$ cat src/hw/rtl/qtl_pkg.sv
// qtl_pkg: shared types, constants and byte classification functions of the query token lexer
`timescale 1ns / 1ps
package qtl_pkg;

  // lexer modes
  localparam logic [2:0] MODE_IDLE  = 3'd0;
  localparam logic [2:0] MODE_BARE  = 3'd1;
  localparam logic [2:0] MODE_QUOTE = 3'd2;
  localparam logic [2:0] MODE_ESC   = 3'd3;
  localparam logic [2:0] MODE_HEX1  = 3'd4;
  localparam logic [2:0] MODE_HEX2  = 3'd5;
  localparam logic [2:0] MODE_LEAD  = 3'd6;
  localparam logic [2:0] MODE_HOLD  = 3'd7;

  // error codes
  localparam logic [2:0] ERR_NONE     = 3'd0;
  localparam logic [2:0] ERR_UNTERM   = 3'd1;
  localparam logic [2:0] ERR_ESC_END  = 3'd2;
  localparam logic [2:0] ERR_BAD_HEX  = 3'd3;
  localparam logic [2:0] ERR_HEX_ZERO = 3'd4;

  // characters
  localparam logic [7:0] CH_END    = 8'h00;
  localparam logic [7:0] CH_SPACE  = 8'h20;
  localparam logic [7:0] CH_LPAREN = 8'h28;
  localparam logic [7:0] CH_RPAREN = 8'h29;
  localparam logic [7:0] CH_COMMA  = 8'h2C;
  localparam logic [7:0] CH_QUOTE  = 8'h27;
  localparam logic [7:0] CH_BSLASH = 8'h5C;
  localparam logic [7:0] CH_T      = 8'h74;
  localparam logic [7:0] CH_N      = 8'h6E;
  localparam logic [7:0] CH_R      = 8'h72;
  localparam logic [7:0] CH_S      = 8'h73;
  localparam logic [7:0] CH_X      = 8'h78;
  localparam logic [7:0] CH_TAB    = 8'h09;
  localparam logic [7:0] CH_LF     = 8'h0A;
  localparam logic [7:0] CH_CR     = 8'h0D;

  // number of results one byte can cause
  localparam logic [1:0] CNT_NONE = 2'd0;
  localparam logic [1:0] CNT_ONE  = 2'd1;
  localparam logic [1:0] CNT_TWO  = 2'd2;

  typedef struct packed {
    logic [7:0] data_byte;
    logic       byte_valid;
    logic       token_end;
    logic       token_quoted;
    logic       query_end;
    logic [2:0] error_code;
    logic       last_of_run;
  } result_t;

  // results of one byte from the lexer core
  typedef struct packed {
    logic [1:0] count;
    result_t    first;
    result_t    second;
  } lex_out_t;

  function automatic logic is_separator(input logic [7:0] b);
    return (b <= CH_SPACE) || (b == CH_LPAREN) || (b == CH_RPAREN) || (b == CH_COMMA);
  endfunction

  function automatic logic is_sjis_lead(input logic [7:0] b);
    return (b inside {[8'h81:8'h9F]}) || (b inside {[8'hE0:8'hFC]});
  endfunction

  function automatic logic is_hex(input logic [7:0] b);
    return (b inside {[8'h30:8'h39]}) || (b inside {[8'h61:8'h66]}) ||
           (b inside {[8'h41:8'h46]});
  endfunction

  function automatic logic [3:0] hex_nibble(input logic [7:0] b);
    logic [3:0] v;
    if (b inside {[8'h30:8'h39]}) begin
      v = b[3:0];
    end else begin
      v = b[3:0] + 4'd9;
    end
    return v;
  endfunction

  function automatic result_t mk_result(input logic [7:0] data, input logic valid,
                                        input logic tend, input logic quoted,
                                        input logic qend, input logic [2:0] err);
    result_t r;
    r.data_byte    = data;
    r.byte_valid   = valid;
    r.token_end    = tend;
    r.token_quoted = quoted;
    r.query_end    = qend;
    r.error_code   = err;
    r.last_of_run  = 1'b0;
    return r;
  endfunction

endpackage

$ cat src/hw/rtl/qtl_in_if.sv
// qtl_in_if: input byte channel of the query token lexer
`timescale 1ns / 1ps
interface qtl_in_if;
  logic       valid;
  logic       ready;
  logic [7:0] in_byte;

  modport source (output valid, output in_byte, input ready);
  modport sink (input valid, input in_byte, output ready);
endinterface

$ cat src/hw/rtl/qtl_out_if.sv
// qtl_out_if: result channel of the query token lexer
`timescale 1ns / 1ps
interface qtl_out_if;
  logic       valid;
  logic       ready;
  logic [7:0] data_byte;
  logic       byte_valid;
  logic       token_end;
  logic       token_quoted;
  logic       query_end;
  logic [2:0] error_code;
  logic       last_of_run;

  modport source (output valid, output data_byte, output byte_valid, output token_end,
                  output token_quoted, output query_end, output error_code,
                  output last_of_run, input ready);
  modport sink (input valid, input data_byte, input byte_valid, input token_end,
                input token_quoted, input query_end, input error_code,
                input last_of_run, output ready);
endinterface

$ cat src/hw/rtl/query_token_lexer.sv
// query_token_lexer: top level of the query token lexer
//
// Splits a query, fed one byte per word on in_ch, into token result words on
// out_ch. Byte 0 ends the query. Both channels use valid/ready; a word moves
// at a rising edge where both are high.
// Each result word carries the translated token byte and flags for token end,
// quoted token, query end, an error code and last_of_run, which marks the last
// word caused by one input byte.
// A byte taken from in_ch goes through the input register, then the lexer logic
// into the result register, before its first result word shows on out_ch.
// Throughput: one byte per cycle while out_ch takes a word per cycle; a byte
// that yields two results (end byte after a bare token) holds the input until
// the single result register has drained its second slot.
// Bytes that yield no result pass without using the result channel.
// Reset (rst_n low, synchronous) empties the input and result registers and
// returns the lexer to between tokens.
// When out_ch stalls, the result register and its second slot hold their words
// and in_ch takes bytes until the input register holds one that needs a result.
`timescale 1ns / 1ps
module query_token_lexer (
  input  logic      clk,
  input  logic      rst_n,
  qtl_in_if.sink    in_ch,
  qtl_out_if.source out_ch
);
  import qtl_pkg::*;

  logic       in_valid_r;
  logic [7:0] byte_r;
  logic       consume;
  logic       can_load;
  lex_out_t   lex;

  // the registered byte is used when it causes no result or the output has room
  assign consume     = in_valid_r && (lex.count == CNT_NONE || can_load);
  assign in_ch.ready = !in_valid_r || consume;

  // input register
  always_ff @(posedge clk) begin
    if (!rst_n) begin
      in_valid_r <= 1'b0;
    end else if (in_ch.valid && in_ch.ready) begin
      in_valid_r <= 1'b1;
    end else if (consume) begin
      in_valid_r <= 1'b0;
    end
  end

  always_ff @(posedge clk) begin
    if (in_ch.valid && in_ch.ready) begin
      byte_r <= in_ch.in_byte;
    end
  end

  qtl_core u_core (
    .clk    (clk),
    .rst_n  (rst_n),
    .byte_i (byte_r),
    .take_i (consume),
    .lex_o  (lex)
  );

  qtl_out_buf u_out_buf (
    .clk        (clk),
    .rst_n      (rst_n),
    .load_i     (consume && lex.count != CNT_NONE),
    .lex_i      (lex),
    .can_load_o (can_load),
    .out_ch     (out_ch)
  );

  // a byte that needs the output is never used while the output is full
  a_consume_room: assert property (@(posedge clk) disable iff (!rst_n)
    (consume && lex.count != CNT_NONE) |-> can_load)
    else $error("byte used without output room");

  // a held byte is not replaced before it is used
  a_byte_held: assert property (@(posedge clk) disable iff (!rst_n)
    (in_valid_r && !consume) |=> (in_valid_r && $stable(byte_r)))
    else $error("held byte lost");

  // a byte is only used when one is held
  a_consume_valid: assert property (@(posedge clk) disable iff (!rst_n)
    consume |-> in_valid_r)
    else $error("consume without a held byte");

endmodule

$ cat src/hw/rtl/qtl_core.sv
// qtl_core: lexer mode register and the per-byte result logic
`timescale 1ns / 1ps
module qtl_core (
  input  logic              clk,
  input  logic              rst_n,
  input  logic [7:0]        byte_i,
  input  logic              take_i,
  output qtl_pkg::lex_out_t lex_o
);
  import qtl_pkg::*;

  logic [2:0] mode_r, mode_nxt;
  logic [3:0] hex_hi_r, hex_hi_nxt;
  lex_out_t   lex;
  logic [7:0] esc_val;
  logic [7:0] hex_val;

  // escape translation and hex assembly
  always_comb begin
    case (byte_i)
      CH_T:    esc_val = CH_TAB;
      CH_N:    esc_val = CH_LF;
      CH_R:    esc_val = CH_CR;
      CH_S:    esc_val = CH_SPACE;
      default: esc_val = byte_i;
    endcase
    hex_val = {hex_hi_r, hex_nibble(byte_i)};
  end

  // results and next mode for the current word
  always_comb begin
    lex        = '0;
    mode_nxt   = mode_r;
    hex_hi_nxt = hex_hi_r;
    case (mode_r)
      MODE_IDLE: begin
        if (byte_i == CH_END) begin
          lex.count = CNT_ONE;
          lex.first = mk_result(8'h00, 1'b0, 1'b0, 1'b0, 1'b1, ERR_NONE);
        end else if (byte_i == CH_QUOTE) begin
          mode_nxt = MODE_QUOTE;
        end else if (!is_separator(byte_i)) begin
          lex.count = CNT_ONE;
          lex.first = mk_result(byte_i, 1'b1, 1'b0, 1'b0, 1'b0, ERR_NONE);
          mode_nxt  = MODE_BARE;
        end
      end
      MODE_BARE: begin
        if (byte_i == CH_END) begin
          lex.count  = CNT_TWO;
          lex.first  = mk_result(8'h00, 1'b0, 1'b1, 1'b0, 1'b0, ERR_NONE);
          lex.second = mk_result(8'h00, 1'b0, 1'b0, 1'b0, 1'b1, ERR_NONE);
          mode_nxt   = MODE_IDLE;
        end else if (is_separator(byte_i)) begin
          lex.count = CNT_ONE;
          lex.first = mk_result(8'h00, 1'b0, 1'b1, 1'b0, 1'b0, ERR_NONE);
          mode_nxt  = MODE_IDLE;
        end else begin
          lex.count = CNT_ONE;
          lex.first = mk_result(byte_i, 1'b1, 1'b0, 1'b0, 1'b0, ERR_NONE);
        end
      end
      MODE_QUOTE: begin
        if (byte_i == CH_END) begin
          lex.count = CNT_ONE;
          lex.first = mk_result(8'h00, 1'b0, 1'b0, 1'b1, 1'b1, ERR_UNTERM);
          mode_nxt  = MODE_IDLE;
        end else if (byte_i == CH_QUOTE) begin
          lex.count = CNT_ONE;
          lex.first = mk_result(8'h00, 1'b0, 1'b1, 1'b1, 1'b0, ERR_NONE);
          mode_nxt  = MODE_IDLE;
        end else if (byte_i == CH_BSLASH) begin
          mode_nxt = MODE_ESC;
        end else begin
          lex.count = CNT_ONE;
          lex.first = mk_result(byte_i, 1'b1, 1'b0, 1'b1, 1'b0, ERR_NONE);
          if (is_sjis_lead(byte_i)) begin
            mode_nxt = MODE_LEAD;
          end
        end
      end
      MODE_LEAD: begin
        lex.count = CNT_ONE;
        if (byte_i == CH_END) begin
          lex.first = mk_result(8'h00, 1'b0, 1'b0, 1'b1, 1'b1, ERR_UNTERM);
          mode_nxt  = MODE_IDLE;
        end else begin
          lex.first = mk_result(byte_i, 1'b1, 1'b0, 1'b1, 1'b0, ERR_NONE);
          mode_nxt  = MODE_QUOTE;
        end
      end
      MODE_ESC: begin
        if (byte_i == CH_END) begin
          lex.count = CNT_ONE;
          lex.first = mk_result(8'h00, 1'b0, 1'b0, 1'b1, 1'b1, ERR_ESC_END);
          mode_nxt  = MODE_IDLE;
        end else if (byte_i == CH_X) begin
          mode_nxt = MODE_HEX1;
        end else begin
          lex.count = CNT_ONE;
          lex.first = mk_result(esc_val, 1'b1, 1'b0, 1'b1, 1'b0, ERR_NONE);
          mode_nxt  = MODE_QUOTE;
        end
      end
      MODE_HEX1: begin
        if (!is_hex(byte_i)) begin
          lex.count = CNT_ONE;
          lex.first = mk_result(8'h00, 1'b0, 1'b0, 1'b1, byte_i == CH_END, ERR_BAD_HEX);
          mode_nxt  = (byte_i == CH_END) ? MODE_IDLE : MODE_HOLD;
        end else begin
          hex_hi_nxt = hex_nibble(byte_i);
          mode_nxt   = MODE_HEX2;
        end
      end
      MODE_HEX2: begin
        lex.count = CNT_ONE;
        if (!is_hex(byte_i)) begin
          lex.first = mk_result(8'h00, 1'b0, 1'b0, 1'b1, byte_i == CH_END, ERR_BAD_HEX);
          mode_nxt  = (byte_i == CH_END) ? MODE_IDLE : MODE_HOLD;
        end else if (hex_val == 8'h00) begin
          lex.first = mk_result(8'h00, 1'b0, 1'b0, 1'b1, 1'b0, ERR_HEX_ZERO);
          mode_nxt  = MODE_HOLD;
        end else begin
          lex.first = mk_result(hex_val, 1'b1, 1'b0, 1'b1, 1'b0, ERR_NONE);
          mode_nxt  = MODE_QUOTE;
        end
      end
      default: begin
        // holding after an error until the end word
        if (byte_i == CH_END) begin
          lex.count = CNT_ONE;
          lex.first = mk_result(8'h00, 1'b0, 1'b0, 1'b0, 1'b1, ERR_NONE);
          mode_nxt  = MODE_IDLE;
        end
      end
    endcase
    lex.first.last_of_run  = (lex.count == CNT_ONE);
    lex.second.last_of_run = (lex.count == CNT_TWO);
  end

  assign lex_o = lex;

  // mode and hex nibble registers
  always_ff @(posedge clk) begin
    if (!rst_n) begin
      mode_r   <= MODE_IDLE;
      hex_hi_r <= 4'h0;
    end else if (take_i) begin
      mode_r   <= mode_nxt;
      hex_hi_r <= hex_hi_nxt;
    end
  end

  // error results never carry a token byte
  a_err_no_data: assert property (@(posedge clk) disable iff (!rst_n)
    (lex.count != CNT_NONE && lex.first.error_code != ERR_NONE) |-> !lex.first.byte_valid)
    else $error("error result carries a token byte");

  // two results only when a bare token meets the end word
  a_two_only_bare: assert property (@(posedge clk) disable iff (!rst_n)
    (lex.count == CNT_TWO) |-> (mode_r == MODE_BARE && byte_i == CH_END))
    else $error("double result outside bare token end");

  // the hold mode is entered only through an error result
  a_hold_entry: assert property (@(posedge clk) disable iff (!rst_n)
    (take_i && mode_r != MODE_HOLD && mode_nxt == MODE_HOLD) |->
      (lex.first.error_code == ERR_BAD_HEX || lex.first.error_code == ERR_HEX_ZERO))
    else $error("hold mode entered without an error");

endmodule

$ cat src/hw/rtl/qtl_out_buf.sv
// qtl_out_buf: result register with a second slot for the double-result word
`timescale 1ns / 1ps
module qtl_out_buf (
  input  logic              clk,
  input  logic              rst_n,
  input  logic              load_i,
  input  qtl_pkg::lex_out_t lex_i,
  output logic              can_load_o,
  qtl_out_if.source         out_ch
);
  import qtl_pkg::*;

  result_t out_r;
  result_t pend_r;
  logic    out_valid_r;
  logic    pend_valid_r;
  logic    out_fire;

  assign out_fire   = out_valid_r && out_ch.ready;
  assign can_load_o = !pend_valid_r && (!out_valid_r || out_ch.ready);

  // control: output slot and pending second result
  always_ff @(posedge clk) begin
    if (!rst_n) begin
      out_valid_r  <= 1'b0;
      pend_valid_r <= 1'b0;
    end else if (load_i) begin
      out_valid_r  <= 1'b1;
      pend_valid_r <= (lex_i.count == CNT_TWO);
    end else if (out_fire) begin
      out_valid_r  <= pend_valid_r;
      pend_valid_r <= 1'b0;
    end
  end

  // payload
  always_ff @(posedge clk) begin
    if (load_i) begin
      out_r  <= lex_i.first;
      pend_r <= lex_i.second;
    end else if (out_fire && pend_valid_r) begin
      out_r <= pend_r;
    end
  end

  assign out_ch.valid        = out_valid_r;
  assign out_ch.data_byte    = out_r.data_byte;
  assign out_ch.byte_valid   = out_r.byte_valid;
  assign out_ch.token_end    = out_r.token_end;
  assign out_ch.token_quoted = out_r.token_quoted;
  assign out_ch.query_end    = out_r.query_end;
  assign out_ch.error_code   = out_r.error_code;
  assign out_ch.last_of_run  = out_r.last_of_run;

  // pending slot is only ever filled behind a valid output word
  a_pend_behind_out: assert property (@(posedge clk) disable iff (!rst_n)
    pend_valid_r |-> out_valid_r)
    else $error("pending result without output result");

  // a new load never overwrites a waiting second result
  a_no_overrun: assert property (@(posedge clk) disable iff (!rst_n)
    load_i |-> !pend_valid_r)
    else $error("load while second result pending");

  // the word ahead of a pending result is not the last of its run
  a_last_order: assert property (@(posedge clk) disable iff (!rst_n)
    pend_valid_r |-> !out_r.last_of_run)
    else $error("last_of_run ahead of pending result");

  // a double load leaves the second result pending
  a_double_pend: assert property (@(posedge clk) disable iff (!rst_n)
    (load_i && lex_i.count == CNT_TWO) |=> pend_valid_r)
    else $error("second result lost");

endmodule

$ cat src/flat_wrapper.sv
// flat-port wrapper written by rule: the top's interface ports become plain ports
module query_token_lexer_flat import qtl_pkg::*;
  (clk, rst_n, in_ch_valid, in_ch_in_byte, in_ch_ready, out_ch_valid, out_ch_data_byte, out_ch_byte_valid, out_ch_token_end, out_ch_token_quoted, out_ch_query_end, out_ch_error_code, out_ch_last_of_run, out_ch_ready);
  qtl_in_if in_ch_i ();
  qtl_out_if out_ch_i ();
  input  logic clk;
  input  logic rst_n;
  input wire logic [$bits(in_ch_i.valid)-1:0] in_ch_valid;
  input wire logic [$bits(in_ch_i.in_byte)-1:0] in_ch_in_byte;
  output wire logic [$bits(in_ch_i.ready)-1:0] in_ch_ready;
  output wire logic [$bits(out_ch_i.valid)-1:0] out_ch_valid;
  output wire logic [$bits(out_ch_i.data_byte)-1:0] out_ch_data_byte;
  output wire logic [$bits(out_ch_i.byte_valid)-1:0] out_ch_byte_valid;
  output wire logic [$bits(out_ch_i.token_end)-1:0] out_ch_token_end;
  output wire logic [$bits(out_ch_i.token_quoted)-1:0] out_ch_token_quoted;
  output wire logic [$bits(out_ch_i.query_end)-1:0] out_ch_query_end;
  output wire logic [$bits(out_ch_i.error_code)-1:0] out_ch_error_code;
  output wire logic [$bits(out_ch_i.last_of_run)-1:0] out_ch_last_of_run;
  input wire logic [$bits(out_ch_i.ready)-1:0] out_ch_ready;
  assign in_ch_i.valid = in_ch_valid;
  assign in_ch_i.in_byte = in_ch_in_byte;
  assign in_ch_ready = in_ch_i.ready;
  assign out_ch_valid = out_ch_i.valid;
  assign out_ch_data_byte = out_ch_i.data_byte;
  assign out_ch_byte_valid = out_ch_i.byte_valid;
  assign out_ch_token_end = out_ch_i.token_end;
  assign out_ch_token_quoted = out_ch_i.token_quoted;
  assign out_ch_query_end = out_ch_i.query_end;
  assign out_ch_error_code = out_ch_i.error_code;
  assign out_ch_last_of_run = out_ch_i.last_of_run;
  assign out_ch_i.ready = out_ch_ready;
  query_token_lexer u_core (.clk(clk), .rst_n(rst_n), .in_ch(in_ch_i), .out_ch(out_ch_i));
endmodule
$ cat config.mk
export PLATFORM = sky130hd
export DESIGN_NAME = query_token_lexer_flat
export DESIGN_NICKNAME = d
export VERILOG_FILES = /design/src/hw/rtl/qtl_pkg.sv /design/src/hw/rtl/qtl_in_if.sv /design/src/hw/rtl/qtl_out_if.sv /design/src/hw/rtl/query_token_lexer.sv /design/src/hw/rtl/qtl_core.sv /design/src/hw/rtl/qtl_out_buf.sv /design/src/flat_wrapper.sv
export SDC_FILE = /design/constraint.sdc
export NUM_CORES = 1
export LEC_CHECK = 0
export ABC_AREA = 1
export BUFFER_PORTS_ARGS = -buffer_cell sky130_fd_sc_hd__buf_4
export CORE_ASPECT_RATIO = 1.4
export CORE_MARGIN = 2
export CORE_UTILIZATION = 59
export CTS_BUF_LIST = sky130_fd_sc_hd__clkbuf_4 sky130_fd_sc_hd__clkbuf_8
export DETAILED_ROUTE_END_ITERATION = 10
export GPL_TIMING_DRIVEN = 0
export PLACE_DENSITY_LB_ADDON = 0.15
export SETUP_SLACK_MARGIN = 0.02
export SKIP_LAST_GASP = 1
export SLEW_MARGIN = 10
export SYNTH_ARGS = -nofsm -noshare
export SYNTH_HDL_FRONTEND = slang
export SYNTH_SLANG_ARGS = --single-unit
export TNS_END_PERCENT = 30
$ cat constraint.sdc
create_clock -name clk -period 3.7 [get_ports clk]
set_clock_uncertainty 0.15 [all_clocks]
set_input_delay 0.185 -clock clk [delete_from_list [all_inputs] [get_ports clk]]
set_output_delay 0.185 -clock clk [all_outputs]
set_load 0.02 [all_outputs]
# After elaboration in Yosys (flattened, before gate mapping)
# Cells that the tools add are included.
# totals
reg_bits	50
inputBits	12
out_inout_bits	18
wordCells	133
# op_classes
addsub	1
order_cmp	11
n_eq_ne	22
n_mux	45
reduce_logical	34
# ops
operator	count
2-to-1 mux 17 bit	10
one-hot mux 18 bit (7 select lines)	1
2-to-1 mux 16 bit	6
== test 8 x 7 -> 1 bit, second input constant	6
2-to-1 mux 3 bit	16
== test 8 x 6 -> 1 bit, second input constant	4
one-hot mux 8 bit (4 select lines)	1
one-hot mux 3 bit (7 select lines)	1
2-to-1 mux 18 bit	1
>= comparator 8 x 7 -> 1 bit, second input constant	2
>= comparator 8 bit, second input constant	2
less-or-equal comparator 8 x 6 -> 1 bit, second input constant	2
less-or-equal comparator 8 x 7 -> 1 bit, second input constant	2
less-or-equal comparator 8 bit, second input constant	2
logical NOT 8 bit	2
logical AND 1 bit	11
== test 3 bit, second input constant	3
logical OR 1 bit	9
>= comparator 8 x 6 -> 1 bit, second input constant	1
nonzero test 2 bit	4
nonzero test 8 bit	1
== test 3 x 2 -> 1 bit, second input constant	2
2-to-1 mux 1 bit	6
!= test 3 bit, second input constant	2
other kinds (14)	16

# Depth between registers and ports, before layout
# logic_depth
word_depth	14
ltp_mapped	17
ltp_nobuf	17

# By module
# From an unflattened synthesis, not the netlist that was laid out.
# unflattened
hier_cells	376
area_unflattened_um2	3030.4
# modules_own_cells
mod	n_inst	cells_each	area_each_um2	seq_area_each_um2
qtl_core	1	255	1403.8	140.1
qtl_out_buf	1	100	1293.7	1001.0
query_token_lexer	1	21	332.8	260.2

# Worst setup path after synthesis
# Ideal clock, no wire load.
# synth_path
kind	register to register
start	register u_core.byte_r[0]
end	register u_core.u_out_buf.out_r (netlist bit u_core.u_out_buf.out_ch.byte_valid) (enable)
setup_time_ps	372
arrival_ps	2128
required_ps	3178
path_slack_ps	1051
path_stages_with_launch	12
path_buffers	1
synth_period_minus_slack_ps	2649
cell_sequence	edfxtp_1 > inv_1 > ha_1 > nand4_2 > inv_2 > nand2_1 > nand4_1 > nor2_4 > nand3_4 > nand3_2 > buf_2 > nand2_1
# synth_between
elab_chain_cells	13
elab_cells_between_ends	40
classes_between	7 x order compare; 6 x eq/ne; 12 x mux; 15 x reduce/logical
# synth_rtl
element	line_no	rtl
from (decl)	query_token_lexer.sv:29	logic [7:0] byte_r;
from (signal assigned)	query_token_lexer.sv:51	byte_r <= in_ch.in_byte;
less-or-equal comparator 8 x 6 -> 1 bit / == test 8 x 6 -> 1 bit (equally long branches)	qtl_pkg.sv:62	return (b <= CH_SPACE) || (b == CH_LPAREN) || (b == CH_RPAREN) || (b == CH_COMMA);
logical OR 1 bit (3 in series)	qtl_pkg.sv:62	
2-to-1 mux 17 bit	qtl_core.sv:42	end else if (!is_separator(byte_i)) begin
2-to-1 mux 17 bit	qtl_core.sv:40	end else if (byte_i == CH_QUOTE) begin
2-to-1 mux 17 bit	qtl_core.sv:37	if (byte_i == CH_END) begin
one-hot mux 18 bit (7 select lines) *	qtl_core.sv:35	case (mode_r)
logical NOT 2 bit	query_token_lexer.sv:35	assign consume = in_valid_r && (lex.count == CNT_NONE || can_load);
logical OR 1 bit	query_token_lexer.sv:35	
logical AND 1 bit	query_token_lexer.sv:35	
logical AND 1 bit *	query_token_lexer.sv:66	.load_i (consume && lex.count != CNT_NONE),
nonzero test 2 bit (no source line) *	--	
to (signal assigned)	qtl_out_buf.sv:39	out_r <= lex_i.first;
to (signal assigned)	qtl_out_buf.sv:42	out_r <= pend_r;
to (decl)	qtl_out_buf.sv:13	result_t out_r;
# Every way passes the cells marked *; elsewhere a longest branch is shown, timed or not.
# A chain may end at the register's enable or synchronous reset.

# Worst setup path after layout
# layout_path
start	register u_core.byte_r[0]
end	register u_core.u_out_buf.out_r (netlist bit u_core.u_out_buf.out_ch.token_quoted) (enable)
# The elaborated chain is that of the path after synthesis.

==> results_dict.tcl <==
set metrics [dict create \
    status "complete, no violations" \
    holdCritPathClass "primary input to flop" \
    remaining_drc_errors 0 \
    fp.coreArea_um2 3885 \
    synth_nets 332 \
    synth-edff-count 26 \
    finalSetupTns_ns 0 \
    final_cell_area_um2 2783 \
    antenna_cells 0 \
    post-route-period-util_pct 85.29 \
    io_buffers 28 \
    synth_cell_types 32 \
    crit_type "flop to flop" \
    rsz0062_at_grt "no" \
    drt_iter0_markers 94 \
    regArea_um2 980.9 \
    rows 27 \
    synth-seq-area-share_pct 41.75 \
    postRouteAntennaNets 0 \
    die_x_um 57.34 \
    cts_tree "yes" \
    die_h_um 78.67 \
    arrival_ns 2.94 \
    crit_fanout 16 \
    slew_viol_final 0 \
    r2r_start "u_core.byte_r[0]" \
    antenna_found_initial 0 \
    wl_per_cell_um 13.77 \
    min_from "out_ch_ready" \
    ys.flop_type "edfxtp_1" \
    via_per_inst 5.587 \
    required_ns 3.48 \
    peakVddDrop_uv 289.2 \
    fill_cells 311 \
    grt_max_degree 17 \
    cts.path.max_buffers 2 \
    grt_overflow_total 0 \
    multi_input_area_um2 1170 \
    max_freq_ghz 0.3169 \
    die-area_um2 4511 \
    wirelength_um 5536 \
    start_util_pct 60.48 \
    cts-root-buf "clkbuf_8" \
    grt_usage_pct 27.03 \
    gp_congestion 0.9825 \
    post-cts-setup-buffers 0 \
    place_area_um2 2614 \
    start_kind "flop" \
    grt_pass1_wl_um 9404 \
    syn_area_per_cell_um2 7.460 \
    firstDrtPassIters 5 \
    tightestPinTransition_ns 0.6062 \
    ys_ff_latch 36 \
    setup_viol_count_final 0 \
    power_density_nw_per_um2 363.5 \
    cp-end-kind "flop" \
    synthTopCellsByArea "edfxtp_1, nand2_1, dfxtp_1" \
    clk_latency_ns 0.29 \
    p_leak_nw 1.288 \
    cts_buffers 5 \
    yosys_warnings 0 \
    io_pins 30 \
    netlist_area_um2 2350 \
    finalHoldViolCount 0 \
    synth_cells 315 \
    nets 375 \
    areaGrowthSynthToFinish_pct 18.42 \
    cts_resized 0 \
    period_needed_ns 3.156 \
    synth_top_area_cell "edfxtp_1" \
    num_vias 2246 \
    h-tree-depth 2 \
    synth.most_common_cell "nand2_1" \
    place_hpwl_um 4323 \
    synth_common_cells "nand2_1, nor2_1, inv_1" \
    critPathLaunch "u_core.byte_r[0]" \
    clk_pin_slew_worst_paths_ns 0.06 \
    synth_top_area_share_pct 33.23 \
    slew_headroom_pct 59.49 \
    drive_above_1_share_pct 18.94 \
    grt_pass1_vias 2166 \
    drv_cap 0 \
    synth_async_sr_flop_share_pct 0 \
    cts.sinks 36 \
]
cells by family after synthesis:
logic type / count (synthesis) / share of synthesized area, %
and+or+nand+nor: 181 / 36.42
buffers and inverters: 51 / 8.466
AOI/OAI and AO/OA: 39 / 9.584
DFF: 36 / 41.75
adders and majority gates: 5 / 2.662
xor gates and xnor gates: 3 / 1.118
per-stage QoR:
| stage | cells | hold slack [ns] | util [%] | setup WS, ns | power, mW |
|---|---|---|---|---|---|
| 6_report | 402 | 0.02155 | 71.63 | 0.5442 | 1.011 |
| 5_1_grt | 402 | 0.04466 | 71.63 | 0.2636 | 1.064 |
| 4_1_cts | 402 | 0.02481 | 71.63 | 0.5507 | 1.011 |
| 3_3_place_gp | 386 | 0.2130 | 67.28 | 0.5812 | 0.7318 |
| 3_5_place_dp | 386 | 0.2145 | 67.28 | 0.5433 | 0.7334 |
| 2_1_floorplan | 315 | 0.1339 | - | 1.051 | 0.6632 |
cell usage in the layout, fill, tap and decap left out, types with 3 or more instances in the layout:
cell type      count
nor2_1            48
o21ai_1            3
nand3_1           20
inv_2              8
nor2_2             4
o22ai_1            4
nand4_1           11
a31oi_1            5
a21oi_1           13
buf_2              3
clkbuf_8           5
dlygate4sd3_1      8
nand3_2            3
edfxtp_1          26
nand2_1           76
o21ai_0            8
nor3_2             3
buf_4             29
dfxtp_1           10
inv_1             39
ha_1               5
nor3_1             6
xor2_1             3
state kept, by name, summed over array words and instances, names as in the netlist, 2 cells and up:
signal,count
u_core.byte_r,8
u_core.u_out_buf.out_ch.data_byte,8
u_core.u_core.hex_hi_r,4
u_core.u_core.mode_r,3
u_core.u_out_buf.out_ch.error_code,3
u_core.u_out_buf.pend_r,2
report_power, final:
part           leakage [nW]  switching, mW  internal [mW]
Combinational         0.899          0.163         0.0905
Sequential            0.339         0.0205          0.462
Clock                0.0491          0.129          0.146
path summary, 6_finish.rpt:
| check | slack (ns) | end | cells past startpoint |
|---|---|---|---|
| max | 0.54 | u_core.u_out_buf.out_ch.token_quoted | 11 |
| min | 0.02 | u_core.u_out_buf.pend_valid_r | 4 |
| max reg2reg | 0.54 | u_core.u_out_buf.out_ch.token_quoted | 11 |
| min reg2reg | 0.34 | u_core.u_out_buf.pend_valid_r | 2 |
per-layer routing:
layer / share of wire, % / vias to the layer above / track usage, %
met1: 39 / 985 / 29.09
met5: 0 / - / 0
met3: 6.4 / 31 / 7.908
met2: 49 / 96 / 45.86
met4: 5.3 / 0 / 16.28
li1: - / 1134 / -
worst max-delay path, cell delays in order (launching register included):
cell      delay, ns
edfxtp_1       0.53
inv_1          0.20
ha_1           0.30
nand4_2        0.28
inv_2          0.21
nand2_1        0.07
nand4_1        0.15
nor2_4         0.07
nand3_4        0.08
nand3_2        0.08
buf_2          0.20
nand2_1        0.47
timing repair:
action | in CTS | in global routing
hold buffers | 8 | 0
endpoints found under the hold margin | 8 | 0
setup endpoints to repair | 0 | 0
layout make-up:
cell class / count / share of cell area, %
clock inverters: 1 / 0.1799
inverters: 47 / 6.340
plain buffers: 4 / 0.8094
clock buffers: 7 / 3.013
repair buffers: 36 / 10.43
well taps: 43 / 1.933
flip-flops and latches: 36 / 35.25
multi-input cells: 228 / 42.04
Note: power is estimated with default switching activity, not from simulation.
